===== src/nmea_tde_pkg.sv =====
package nmea_tde_pkg;

  // Result status codes; the error codes are listed lowest value first in priority of reporting.
  typedef enum logic [2:0] {
    STATUS_OK         = 3'd0,
    STATUS_BAD_START  = 3'd1,
    STATUS_BAD_TYPE   = 3'd2,
    STATUS_FEW_TOKENS = 3'd3,
    STATUS_BAD_NUMBER = 3'd4
  } status_e;

  localparam int unsigned StatusW = 3;
  localparam int unsigned TwoDigW = 7;
  localparam int unsigned YearW   = 14;

  // One parsed sentence as handed from the parser to the output register.
  typedef struct packed {
    status_e              status;
    logic [TwoDigW-1:0]   hour;
    logic [TwoDigW-1:0]   minute;
    logic [TwoDigW-1:0]   second;
    logic [TwoDigW-1:0]   day;
    logic [TwoDigW-1:0]   month;
    logic [YearW-1:0]     year;
  } result_t;

endpackage


===== src/nmea_tde_parser.sv =====
module nmea_tde_parser (
  input  logic                  clk_i,
  input  logic                  rst_ni,
  input  logic                  accept_i,
  input  logic [7:0]            char_i,
  input  logic                  last_i,
  output logic                  res_valid_o,
  output nmea_tde_pkg::result_t res_o
);

  typedef enum logic [1:0] {
    KIND_NONE = 2'd0,
    KIND_RMC  = 2'd1,
    KIND_ZDA  = 2'd2
  } kind_e;

  localparam logic [7:0]  CharDollar = 8'h24;
  localparam logic [7:0]  CharComma  = 8'h2C;
  localparam logic [7:0]  CharZero   = 8'h30;
  localparam logic [7:0]  CharNine   = 8'h39;
  localparam logic [23:0] TagRmc     = 24'h524D43;
  localparam logic [23:0] TagZda     = 24'h5A4441;
  localparam logic [2:0]  FldHour    = 3'd0;
  localparam logic [2:0]  FldMinute  = 3'd1;
  localparam logic [2:0]  FldSecond  = 3'd2;
  localparam logic [2:0]  FldDay     = 3'd3;
  localparam logic [2:0]  FldMonth   = 3'd4;
  localparam logic [2:0]  FldYear    = 3'd5;
  localparam logic [3:0]  TokType    = 4'd0;
  localparam logic [3:0]  TokTime    = 4'd1;
  localparam logic [3:0]  TokZdaDay  = 4'd2;
  localparam logic [3:0]  TokZdaYear = 4'd4;
  localparam logic [3:0]  TokRmcDate = 4'd9;
  localparam logic [3:0]  TokMax     = 4'd15;
  localparam logic [2:0]  PosMax     = 3'd7;
  localparam logic [2:0]  PosLimit   = 3'd6;
  localparam logic [4:0]  NeedRmc    = 5'd10;
  localparam logic [4:0]  NeedZda    = 5'd5;
  localparam logic [16:0] LimTwoDig  = 17'd99;
  localparam logic [16:0] LimYear    = 17'd9999;
  localparam logic [13:0] RmcEpoch   = 14'd2000;

  localparam int unsigned TwoDigW = nmea_tde_pkg::TwoDigW;
  localparam int unsigned YearW   = nmea_tde_pkg::YearW;

  logic               awaiting_q, awaiting_nx, awaiting_d;
  logic               start_bad_q, start_bad_nx, start_bad_d;
  logic [3:0]         tok_q, tok_nx, tok_d;
  logic               prev_comma_q, prev_comma_nx, prev_comma_d;
  logic [15:0]        type_hist_q, type_hist_nx, type_hist_d;
  kind_e              kind_q, kind_nx, kind_d;
  logic [2:0]         pos_q, pos_nx, pos_d;
  logic [TwoDigW-1:0] hour_q, hour_nx, hour_d;
  logic [TwoDigW-1:0] minute_q, minute_nx, minute_d;
  logic [TwoDigW-1:0] second_q, second_nx, second_d;
  logic [TwoDigW-1:0] day_q, day_nx, day_d;
  logic [TwoDigW-1:0] month_q, month_nx, month_d;
  logic [YearW-1:0]   year_q, year_nx, year_d;
  logic [5:0]         seen_q, seen_nx, seen_d;
  logic [5:0]         stopped_q, stopped_nx, stopped_d;

  logic               is_digit;
  logic [3:0]         digit;
  logic [23:0]        window;
  logic               pos_mode, whole_mode;
  logic [2:0]         fld;
  logic [5:0]         fld_bit;
  logic [YearW-1:0]   cur;
  logic [16:0]        scaled;
  logic [16:0]        lim;
  logic               upd_en;
  logic [YearW-1:0]   upd_val;
  logic [4:0]         count;
  logic [4:0]         need;
  nmea_tde_pkg::result_t res;

  assign is_digit = (char_i >= CharZero) && (char_i <= CharNine);
  assign digit    = char_i[3:0];
  assign window   = {type_hist_q, char_i};

  // Which accumulator this byte feeds, if any.
  always_comb begin
    pos_mode   = 1'b0;
    whole_mode = 1'b0;
    fld        = FldHour;
    if (char_i != CharComma) begin
      if (tok_q == TokTime) begin
        pos_mode = pos_q < PosLimit;
        fld      = FldHour + {1'b0, pos_q[2:1]};
      end else if ((kind_q == KIND_RMC) && (tok_q == TokRmcDate)) begin
        pos_mode = pos_q < PosLimit;
        fld      = FldDay + {1'b0, pos_q[2:1]};
      end else if ((kind_q == KIND_ZDA) && (tok_q >= TokZdaDay) && (tok_q <= TokZdaYear)) begin
        whole_mode = 1'b1;
        fld        = tok_q[2:0] + 3'd1;
      end
    end
  end

  assign fld_bit = 6'd1 << fld;
  assign lim     = (tok_q == TokZdaYear) ? LimYear : LimTwoDig;

  always_comb begin
    unique case (fld)
      FldHour:   cur = {{(YearW-TwoDigW){1'b0}}, hour_q};
      FldMinute: cur = {{(YearW-TwoDigW){1'b0}}, minute_q};
      FldSecond: cur = {{(YearW-TwoDigW){1'b0}}, second_q};
      FldDay:    cur = {{(YearW-TwoDigW){1'b0}}, day_q};
      FldMonth:  cur = {{(YearW-TwoDigW){1'b0}}, month_q};
      default:   cur = year_q;
    endcase
  end

  // Multiply by ten as two shifts and an add, and add the new digit.
  assign scaled = {cur, 3'b000} + {2'b00, cur, 1'b0} + {13'd0, digit};

  // Digit accumulation for the selected field.
  always_comb begin
    upd_en     = 1'b0;
    upd_val    = cur;
    seen_nx    = seen_q;
    stopped_nx = stopped_q;
    if (accept_i && pos_mode) begin
      if (!pos_q[0]) begin
        if (is_digit) begin
          seen_nx = seen_q | fld_bit;
          upd_en  = 1'b1;
          upd_val = {{(YearW-4){1'b0}}, digit};
        end else begin
          stopped_nx = stopped_q | fld_bit;
        end
      end else if (is_digit && ((seen_q & fld_bit) != '0) && ((stopped_q & fld_bit) == '0)) begin
        upd_en  = 1'b1;
        upd_val = scaled[YearW-1:0];
      end
    end else if (accept_i && whole_mode && ((stopped_q & fld_bit) == '0)) begin
      if (is_digit) begin
        seen_nx = seen_q | fld_bit;
        upd_en  = 1'b1;
        upd_val = (scaled > lim) ? lim[YearW-1:0] : scaled[YearW-1:0];
      end else begin
        stopped_nx = stopped_q | fld_bit;
      end
    end
  end

  always_comb begin
    hour_nx   = hour_q;
    minute_nx = minute_q;
    second_nx = second_q;
    day_nx    = day_q;
    month_nx  = month_q;
    year_nx   = year_q;
    if (upd_en) begin
      unique case (fld)
        FldHour:   hour_nx   = upd_val[TwoDigW-1:0];
        FldMinute: minute_nx = upd_val[TwoDigW-1:0];
        FldSecond: second_nx = upd_val[TwoDigW-1:0];
        FldDay:    day_nx    = upd_val[TwoDigW-1:0];
        FldMonth:  month_nx  = upd_val[TwoDigW-1:0];
        default:   year_nx   = upd_val;
      endcase
    end
  end

  // Tokenizer and sentence type detection.
  always_comb begin
    awaiting_nx   = awaiting_q;
    start_bad_nx  = start_bad_q;
    tok_nx        = tok_q;
    prev_comma_nx = prev_comma_q;
    type_hist_nx  = type_hist_q;
    kind_nx       = kind_q;
    pos_nx        = pos_q;
    if (accept_i) begin
      if (awaiting_q) begin
        start_bad_nx = char_i != CharDollar;
        awaiting_nx  = 1'b0;
      end
      if (char_i == CharComma) begin
        if (tok_q < TokMax) begin
          tok_nx = tok_q + 4'd1;
        end
        pos_nx        = '0;
        prev_comma_nx = 1'b1;
      end else begin
        if (tok_q == TokType) begin
          if (window == TagRmc) begin
            kind_nx = KIND_RMC;
          end else if ((window == TagZda) && (kind_q != KIND_RMC)) begin
            kind_nx = KIND_ZDA;
          end
          type_hist_nx = window[15:0];
        end
        if (pos_q < PosMax) begin
          pos_nx = pos_q + 3'd1;
        end
        prev_comma_nx = 1'b0;
      end
    end
  end

  // Judgement of the finished sentence, from the state after its last byte.
  assign count = {1'b0, tok_nx} + {4'd0, !prev_comma_nx};
  assign need  = (kind_nx == KIND_RMC) ? NeedRmc : NeedZda;

  always_comb begin
    res = '0;
    priority if (start_bad_nx) begin
      res.status = nmea_tde_pkg::STATUS_BAD_START;
    end else if (kind_nx == KIND_NONE) begin
      res.status = nmea_tde_pkg::STATUS_BAD_TYPE;
    end else if (count < need) begin
      res.status = nmea_tde_pkg::STATUS_FEW_TOKENS;
    end else if (seen_nx != 6'h3F) begin
      res.status = nmea_tde_pkg::STATUS_BAD_NUMBER;
    end else begin
      res.status = nmea_tde_pkg::STATUS_OK;
      res.hour   = hour_nx;
      res.minute = minute_nx;
      res.second = second_nx;
      res.day    = day_nx;
      res.month  = month_nx;
      res.year   = (kind_nx == KIND_RMC) ? year_nx + RmcEpoch : year_nx;
    end
  end

  assign res_valid_o = accept_i && last_i;
  assign res_o       = res;

  // The last byte returns the parser to its reset state.
  always_comb begin
    if (accept_i && last_i) begin
      awaiting_d   = 1'b1;
      start_bad_d  = 1'b0;
      tok_d        = '0;
      prev_comma_d = 1'b0;
      type_hist_d  = '0;
      kind_d       = KIND_NONE;
      pos_d        = '0;
      hour_d       = '0;
      minute_d     = '0;
      second_d     = '0;
      day_d        = '0;
      month_d      = '0;
      year_d       = '0;
      seen_d       = '0;
      stopped_d    = '0;
    end else begin
      awaiting_d   = awaiting_nx;
      start_bad_d  = start_bad_nx;
      tok_d        = tok_nx;
      prev_comma_d = prev_comma_nx;
      type_hist_d  = type_hist_nx;
      kind_d       = kind_nx;
      pos_d        = pos_nx;
      hour_d       = hour_nx;
      minute_d     = minute_nx;
      second_d     = second_nx;
      day_d        = day_nx;
      month_d      = month_nx;
      year_d       = year_nx;
      seen_d       = seen_nx;
      stopped_d    = stopped_nx;
    end
  end

  always_ff @(posedge clk_i or negedge rst_ni) begin
    if (!rst_ni) begin
      awaiting_q   <= 1'b1;
      start_bad_q  <= 1'b0;
      tok_q        <= '0;
      prev_comma_q <= 1'b0;
      type_hist_q  <= '0;
      kind_q       <= KIND_NONE;
      pos_q        <= '0;
      hour_q       <= '0;
      minute_q     <= '0;
      second_q     <= '0;
      day_q        <= '0;
      month_q      <= '0;
      year_q       <= '0;
      seen_q       <= '0;
      stopped_q    <= '0;
    end else begin
      awaiting_q   <= awaiting_d;
      start_bad_q  <= start_bad_d;
      tok_q        <= tok_d;
      prev_comma_q <= prev_comma_d;
      type_hist_q  <= type_hist_d;
      kind_q       <= kind_d;
      pos_q        <= pos_d;
      hour_q       <= hour_d;
      minute_q     <= minute_d;
      second_q     <= second_d;
      day_q        <= day_d;
      month_q      <= month_d;
      year_q       <= year_d;
      seen_q       <= seen_d;
      stopped_q    <= stopped_d;
    end
  end

endmodule


===== src/nmea_time_date_extractor.sv =====
// The result of a sentence is registered and is valid on the master side in the cycle
// after the transfer of its last byte.
// Throughput: one byte per cycle, sustained; the only limit is a result left waiting
// in the output register while the master side is stalled.
// Reset: rst_ni is asynchronous and active low; it clears the parser state and drops
// the output valid, so the next byte is taken as the start of a new sentence.
module nmea_time_date_extractor (
  input  logic        clk_i,
  input  logic        rst_ni,
  // Slave side: one sentence byte per transfer.
  input  logic        s_axis_tvalid_i,
  output logic        s_axis_tready_o,
  input  logic [7:0]  s_axis_tdata_i,   // [7:0] char_in
  input  logic        s_axis_tlast_i,   // end_of_sentence
  // Master side: one result per sentence.
  output logic        m_axis_tvalid_o,
  input  logic        m_axis_tready_i,
  output logic [55:0] m_axis_tdata_o    // [2:0] status, [9:3] hour, [16:10] minute,
                                        // [23:17] second, [30:24] day, [37:31] month,
                                        // [51:38] year, [55:52] zero
);

  logic                  accept;
  logic                  res_valid;
  nmea_tde_pkg::result_t res;
  nmea_tde_pkg::result_t out_q;
  logic                  out_valid_q;

  // The output register frees up in the same cycle that its result is taken, so a
  // byte can be accepted every cycle as long as the master side keeps up. Bytes
  // that are not the last of a sentence never produce a result, but they are still
  // held back while a result is stalled, which keeps the ready path simple.
  assign s_axis_tready_o = !out_valid_q || m_axis_tready_i;
  assign accept          = s_axis_tvalid_i && s_axis_tready_o;

  // The parser keeps the per-sentence state: token position, sentence type and the
  // six field accumulators. It presents a result only on the last byte.
  nmea_tde_parser u_parser (
    .clk_i       (clk_i),
    .rst_ni      (rst_ni),
    .accept_i    (accept),
    .char_i      (s_axis_tdata_i),
    .last_i      (s_axis_tlast_i),
    .res_valid_o (res_valid),
    .res_o       (res)
  );

  // Output register with valid.
  always_ff @(posedge clk_i or negedge rst_ni) begin
    if (!rst_ni) begin
      out_valid_q <= 1'b0;
    end else if (res_valid) begin
      out_valid_q <= 1'b1;
    end else if (m_axis_tready_i) begin
      out_valid_q <= 1'b0;
    end
  end

  // The payload needs no reset; it is qualified by the valid bit.
  always_ff @(posedge clk_i) begin
    if (res_valid) begin
      out_q <= res;
    end
  end

  assign m_axis_tvalid_o = out_valid_q;
  assign m_axis_tdata_o  = {4'b0000, out_q.year, out_q.month, out_q.day, out_q.second,
                            out_q.minute, out_q.hour, out_q.status};

endmodule


===== config.mk =====
export PLATFORM = sky130hd
export DESIGN_NAME = nmea_time_date_extractor
export DESIGN_NICKNAME = d
export VERILOG_FILES = /design/src/nmea_tde_pkg.sv /design/src/nmea_tde_parser.sv /design/src/nmea_time_date_extractor.sv
export SDC_FILE = /design/constraint.sdc
export NUM_CORES = 1
export LEC_CHECK = 0
export BUFFER_PORTS_ARGS = -buffer_cell sky130_fd_sc_hd__buf_2
export CELL_PAD_IN_SITES_DETAIL_PLACEMENT = 1
export CELL_PAD_IN_SITES_GLOBAL_PLACEMENT = 2
export CORE_ASPECT_RATIO = 1.25
export CORE_MARGIN = 5
export CORE_UTILIZATION = 35
export DETAILED_ROUTE_END_ITERATION = 16
export PLACE_DENSITY_LB_ADDON = 0.1
export SLEW_MARGIN = 15
export SYNTH_ARGS = -nofsm -noshare
export SYNTH_HDL_FRONTEND = slang
export SYNTH_SLANG_ARGS = --single-unit

===== constraint.sdc =====
create_clock -name clk_i -period 8.6 [get_ports clk_i]
set_input_delay 0.86 -clock clk_i [delete_from_list [all_inputs] [get_ports clk_i]]
set_output_delay 0.86 -clock clk_i [all_outputs]
set_load 0.02 [all_outputs]

* Yosys cells after proc, flatten, opt, wreduce, memory -nomap -nowiden
Index checks and enable logic that the tools add are counted.
W data, S select, Z words.
** Operators by class
- Add/sub/neg operators :: 8
- Multipliers :: 0
- Divide/modulo/power cells :: 0
- $lt $le $gt $ge :: 9
- Equality and inequality tests :: 19
- Shift operators :: 1
- Mux-type cells :: 86
- Bitwise gates (word level) :: 4
- Reductions and logical operators :: 31
** Operators with widths (number)
- $mux W14 :: 12
- $mux W7 :: 15
- $pmux W14 S5 :: 1
- $mux W16 :: 4
- $mux W6 :: 10
- $eq A24 B23 Y1 const B :: 2
- $mux W3 :: 9
- $mux W1 :: 22
- $mux W4 :: 5
- $add A17 B15 Y17 :: 1
- $add A17 B4 Y17 :: 1
- $gt A17 B17 Y1 :: 1
- $mux W2 :: 8
- $ne A8 B6 Y1 const B :: 2
- $add A14 B11 Y14 const B :: 1
- $and A6 B6 Y6 :: 2
- $logic_and A1 B1 Y1 :: 12
- $or A6 B6 Y6 :: 2
- $eq A8 B6 Y1 const B :: 1
- $ge A8 B6 Y1 const B :: 1
- $le A8 B6 Y1 const B :: 1
- $add A3 B1 Y3 const B :: 2
- $eq A3 B2 Y1 const B :: 2
- $logic_not A6 Y1 :: 1
- 33 further kinds :: 40
** Word-level totals
- Register bits after elaboration :: 142
- Latch bits :: 0
- RAM bits :: 0
- ROM bits :: 0
- Bits of input ports :: 13
- Output and inout port bits :: 58
- Memories kept :: 0

* Longest topological paths before layout
- Depth after elaboration :: 20
- Mapped depth :: 38
- Mapped depth without buffers :: 37

* Hierarchy
A second synthesis with hierarchy kept.
** Second synthesis, totals
- Cell total of the unflattened synthesis :: 956
- Area, all modules :: 9195.1 µm²
** By module, submodules not included
- nmea_tde_parser :: instances 1, cells each 895, area an instance 7546.0 µm²
- nmea_time_date_extractor :: instances 1, cells each 61, area an instance 1649.1 µm²

* Least setup slack after synthesis
No wires, ideal clock.
- Path kind :: flip-flop to flip-flop
- Start point :: register u_parser.pos_q[1]
- End point :: register out_q (netlist bit m_axis_tdata_o[50]) (data pin)
- Data arrival time :: 7.708 ns
- Required time :: 8.334 ns
- Path slack :: 0.626 ns
- Stages on the path, launching flop included :: 38
- Buffers on the path :: 2
- Clock period less this slack :: 7.974 ns
- Cell sequence :: dfrtp_1 -> inv_1 -> ha_1 -> or3b_4 -> a2111oi_4 -> or2_1 -> buf_2 -> nand2_1 -> nor3_1 -> a22oi_1 -> o211ai_1 -> o21a_1 -> fa_1 -> ha_1 -> a211oi_1 -> o21ai_1 -> o21ai_0 -> nand2_1 -> (+2 left out) -> xor2_1 -> inv_1 -> ha_1 -> a2111oi_0 -> a21oi_1 -> a2bb2oi_1 -> o32a_1 -> a2111oi_2 -> buf_2 -> a21oi_1 -> nor3_4 -> mux2i_1 -> inv_1 -> ha_1 -> inv_1 -> a31oi_1 -> xor2_1 -> nor2_1
** On the way
- Cells in the longest elaborated chain, start to end :: 17
** RTL lines
- start, declared :: RTL line nmea_tde_parser.sv:52 : logic [2:0] pos_q, pos_nx, pos_d;
- start signal, assigned :: RTL line nmea_tde_parser.sv:292 : pos_q <= pos_d;
- $add A2 B2 Y3 :: RTL line nmea_tde_parser.sv:92 : fld = FldDay + {1'b0, pos_q[2:1]};
- $mux W3 :: RTL line nmea_tde_parser.sv:90 : end else if ((kind_q == KIND_RMC) && (tok_q == TokRmcDate)) begin
- $mux W3 :: RTL line nmea_tde_parser.sv:87 : if (tok_q == TokTime) begin
- $mux W3 :: RTL line nmea_tde_parser.sv:86 : if (char_i != CharComma) begin
- $eq A3 B3 Y1 (tied with other cells) :: RTL line nmea_tde_parser.sv:104, nmea_tde_parser.sv:155
- $pmux W14 S5 :: RTL line nmea_tde_parser.sv:104 : unique case (fld)
- $add A17 B15 Y17 :: RTL line nmea_tde_parser.sv:115 : assign scaled = {cur, 3'b000} + {2'b00, cur, 1'b0} + {13'd0, digit};
- $add A17 B4 Y17 :: RTL line nmea_tde_parser.sv:115
- $gt A17 B17 Y1 :: RTL line nmea_tde_parser.sv:140 : upd_val = (scaled > lim) ? lim[YearW-1:0] : scaled[YearW-1:0];
- $mux W14 :: RTL line nmea_tde_parser.sv:140
- $mux W14 :: RTL line nmea_tde_parser.sv:137 : if (is_digit) begin
- $mux W14 :: RTL line nmea_tde_parser.sv:136 : end else if (accept_i && whole_mode && ((stopped_q & fld_bit) == '0)) begin
- $mux W14 :: RTL line nmea_tde_parser.sv:123 : if (accept_i && pos_mode) begin
- $mux W14 :: RTL line nmea_tde_parser.sv:155 : unique case (fld)
- $mux W14 :: RTL line nmea_tde_parser.sv:154 : if (upd_en) begin
- $add A14 B11 Y14 :: RTL line nmea_tde_parser.sv:224 : res.year = (kind_nx == KIND_RMC) ? year_nx + RmcEpoch : year_nx;
- $mux W14 :: RTL line nmea_tde_parser.sv:224
- end signal, assigned :: RTL line nmea_time_date_extractor.sv:62 : out_q <= res;
- end, declared :: RTL line nmea_time_date_extractor.sv:26 : nmea_tde_pkg::result_t out_q;
Parallel ways exist; a longest one is shown, timed or not.
A chain may end at the register's enable or synchronous reset.

* Final worst setup path
- Start point :: register u_parser.tok_q[1]
- End point :: register out_q (netlist bit m_axis_tdata_o[50]) (data pin)
** On the way
- Cells in the longest elaborated chain, start to end :: 20
** RTL lines
- start, declared :: RTL line nmea_tde_parser.sv:48 : logic [3:0] tok_q, tok_nx, tok_d;
- start signal, assigned :: RTL line nmea_tde_parser.sv:288 : tok_q <= tok_d;
- $ge A4 B2 Y1 :: RTL line nmea_tde_parser.sv:93 : end else if ((kind_q == KIND_ZDA) && (tok_q >= TokZdaDay) && (tok_q <= TokZdaYear)) begin
- $logic_and A1 B1 Y1 (2 in a row) :: RTL line nmea_tde_parser.sv:93
- $mux W3 :: RTL line nmea_tde_parser.sv:93
- $mux W3 :: RTL line nmea_tde_parser.sv:90
- $mux W3 :: RTL line nmea_tde_parser.sv:87
- $mux W3 :: RTL line nmea_tde_parser.sv:86
- $eq A3 B3 Y1 (tied with other cells) :: RTL line nmea_tde_parser.sv:104, nmea_tde_parser.sv:155
- $pmux W14 S5 :: RTL line nmea_tde_parser.sv:104
- (+3 left out)
- $mux W14 :: RTL line nmea_tde_parser.sv:140
- $mux W14 :: RTL line nmea_tde_parser.sv:137
- $mux W14 :: RTL line nmea_tde_parser.sv:136
- $mux W14 :: RTL line nmea_tde_parser.sv:123
- $mux W14 :: RTL line nmea_tde_parser.sv:155
- $mux W14 :: RTL line nmea_tde_parser.sv:154
- $add A14 B11 Y14 :: RTL line nmea_tde_parser.sv:224
- $mux W14 :: RTL line nmea_tde_parser.sv:224
Parallel ways exist; a longest one is shown, timed or not.

==> metrics.csv <==
stage;metric;value;unit
clock_network;CTS tree;done;
worst_setup_path;critical path type;reg -> reg;
timing;period utilization;95.17;%
worst_setup_path;critical path capture point type;register;
drt;initial DRC count;329;
power_and_ir_drop;PD cells;151.3;nW/um2
timing;Slew @ Worst Pin;1.115;ns
global_routing;number of global-route vias before repair;8010;
drt;Via density;5.492;
drt;drt total wl;29250;um
timing;RSZ-0062 raised after global routing;no;
global_routing;met2 Use GR;35.23;%
clock_network;Longest Clk Path Bufs;2;
drt;antenna-violating nets left;0;
placement;hpwl dp;21950;um
timing;Fin Clk Skew;0.01051;ns
synth;most common cell in the netlist;nor2_1;
global_routing;initial antenna violation count;0;
timing;Final Setup Violations;0;
timing;Hold Vio Cnt, Final;0;
finish;Layout Nets;1079;
die;die area;28550;um2
clock_network;CTS H-tree lvls;4;
finish;Util after Layout;42.05;%
synth;Async SR Flop Fraction;63.38;%
synth;library cells used by synthesis;90;
global_routing;M1 GR Usage;26.10;%
worst_setup_path;worst path required time;8.76;ns
global_routing;GRT Overall Usage;20.51;%
finish;synth-to-layout area growth;19.15;%
die;Top-Level Pins;71;
finish;layout cells sized above 1;20.89;%
worst_setup_path;crit start category;register;
worst_hold_path;hold crit path type;in -> async;
synth;Syn Inst Count;911;
clock_network;clk_lat worst skew;0.44;ns
synth;ranking of synthesized cells by area;dfrtp_1 25%, edfxtp_1 18%, ha_1 6.7%;
worst_setup_path;worst r2r path cells;35;
drt;Detailed Routing Iterations Pass 1;5;
clock_network;TritonCTS Sinks;142;
synth;EDFF count, synth;52;
timing;final worst path period need;8.185;ns
timing;Final Max Tran Viols;0;
timing;Max Clk Rate;122.2;MHz
die;Rows;65;
die;CORE AREA;25050;um2
synth;Syn Area/Cell;9.703;um2
synth;Post-synth top cells;140 x nor2_1, 89 x dfrtp_1, 62 x nand2_1;
worst_setup_path;Worst path slowest cell;fa_1;
global_routing;largest net degree at the start of global routing;86;
worst_setup_path;CP peak stage delay;0.48;ns
global_routing;grt met3 use;3.486;%
finish;# diodes;0;
synth;cell taking the most area after synthesis;dfrtp_1;
power_and_ir_drop;peak supply drop;0.1221;mV
worst_setup_path;CP Data Arrival Time;8.35;ns
clock_network;total CTS buffers;17;
synth;Syn. warnings;0;
die;Die Y;187.7;um
placement;IO buf count;66;
synth;FF+latch count, synth;142;
drt;Vias;7491;
die;chip width;152.1;um
synth;Post-Syn Area;8840;um2
global_routing;global-route wire length before repair;46200;um
job;Max Cap Viol;0;
synth;Top FF cell, synth;dfrtp_1;
timing;relative slew slack;25.41;%
global_routing;gr ovfl total;0;
power_and_ir_drop;Static Leak;4.576;nW
outcome;status;complete, no violations;
synth;area share of the largest cell type after synthesis;25.19;%
global_routing;grt peak-use layer;met2;
worst_setup_path;CP Max Fanout;23;
clock_network;Clk pin slew, worst setup/hold paths;0.06;ns
drt;WL per Instance;21.44;um
clock_network;Root Driver;clkbuf_16;
die;Initial Util;35.29;%
clock_network;CTS Hold Bufs;0;
timing;Fin Hold WS;0.3279;ns
drt;remaining routing DRC violations;0;
synth;sequential fraction of the synthesis area;43.16;%
placement;GP Congestion;0.8536;
-- per-layer routing --
layer,part of all wire (%),vias up
li1,-,3551
met2,50,123
met3,2.4,38
met4,2.5,0
met5,0,-
met1,45,3779
-- area by class of cell --
class                   count  area, um2
clock buffers              19      442.9
clock inverters            12      135.1
fillers                  2899      14520
inverters                  29      111.4
multi-input cells         699       4810
flip-flops and latches    142       3816
well taps                 335      419.2
repair buffers            128      798.3
-- report_power, final --
group | internal (W) | total (W) | switching, W | leakage, nW
sequential | 0.000725 | 0.000739 | 0.0000143 | 1.71
clock | 0.000434 | 0.000742 | 0.000308 | 0.274
combinational | 0.0000337 | 0.000112 | 0.0000786 | 2.59
-- logic make-up (layout without fill, tap and decap cells) --
group           after synthesis  count (layout)  share of synthesized area [%]
simple gates                343             343                          19.19
compound gates              221             221                          17.79
flops                       142             142                          43.16
buf+inv                      73             188                          3.680
mux                          61              61                          6.950
fa+ha+maj                    49              49                          7.105
xor+xnor                     21              21                          2.081
other cells                   1               4                        0.04242
-- flip-flops by register name, summed over array words and instances, names as in the netlist --
name	cells
u_parser.year_q	14
u_parser.day_q	7
u_parser.start_bad_q	1
u_parser.stopped_q	6
u_parser.hour_q	7
u_parser.second_q	7
u_parser.prev_comma_q	1
u_parser.pos_q	3
u_parser.seen_q	6
u_parser.kind_q	2
u_parser.minute_q	7
m_axis_tvalid_o	1
m_axis_tdata_o	52
u_parser.month_q	7
u_parser.tok_q	4
u_parser.type_hist_q	16
u_parser.awaiting_q	1
-- stage by stage --
step	cells	instance area (um2)	setup TNS [ns]	power (W)	setup slack, ns
after floorplan	914	8851	0	0.0008127	0.6256
after global placement	1327	9814	0	0.0008654	0.1623
after detailed placement	1327	9814	-0.05811	0.0008655	-0.05811
after CTS	1358	10400	0	0.001614	0.01985
after global routing	1364	10530	0	0.001661	0.001466
final	1364	10530	0	0.001594	0.4151
-- what timing repair did --
action,in CTS,in global routing
setup endpoints to repair,2,70
buffers inserted,0,6
hold endpoints to repair,0,0
pin swaps,0,5
resized for setup,1,19
-- worst max-delay path, delay by kind of cell (launching register included) --
kind	cells	cell delay [ns]
XOR/XNOR	2	0.37
flip-flops	1	0.44
AO/OA/AOI/OAI	15	3.48
AND/OR/NAND/NOR	8	1.32
buffers and inverters	5	0.81
adder cells (fa/ha/maj)	5	1.48
-- cells in the final DEF, fill, tap and decap left out, types with 27 or more instances in the layout --
master / count
a21oi_1: 53
buf_2: 65
buf_4: 63
dfrtp_1: 88
edfxtp_1: 52
ha_1: 47
inv_1: 27
mux2i_1: 56
nand2_1: 62
nand3_1: 28
nor2_1: 139
o21ai_0: 31
-- path summary, 6_finish.rpt --
path	from	to	slack, ns
hold / removal	rst_ni	u_parser.type_hist_q[15]$_DFFE_PN0P_	0.33
max in group asynchronous	rst_ni	u_parser.stopped_q[3]$_DFFE_PN0P_	7.03
setup reg to reg	u_parser.tok_q[1]$_DFF_PN0_	m_axis_tdata_o[50]$_SDFFCE_PP0P_	0.42
hold reg to reg	u_parser.awaiting_q$_DFFE_PN1P_	u_parser.awaiting_q$_DFFE_PN1P_	0.46
setup / recovery	u_parser.tok_q[1]$_DFF_PN0_	m_axis_tdata_o[50]$_SDFFCE_PP0P_	0.42
min in group clk_i	u_parser.awaiting_q$_DFFE_PN1P_	u_parser.awaiting_q$_DFFE_PN1P_	0.46
Note: power is estimated with default switching activity, not from simulation.
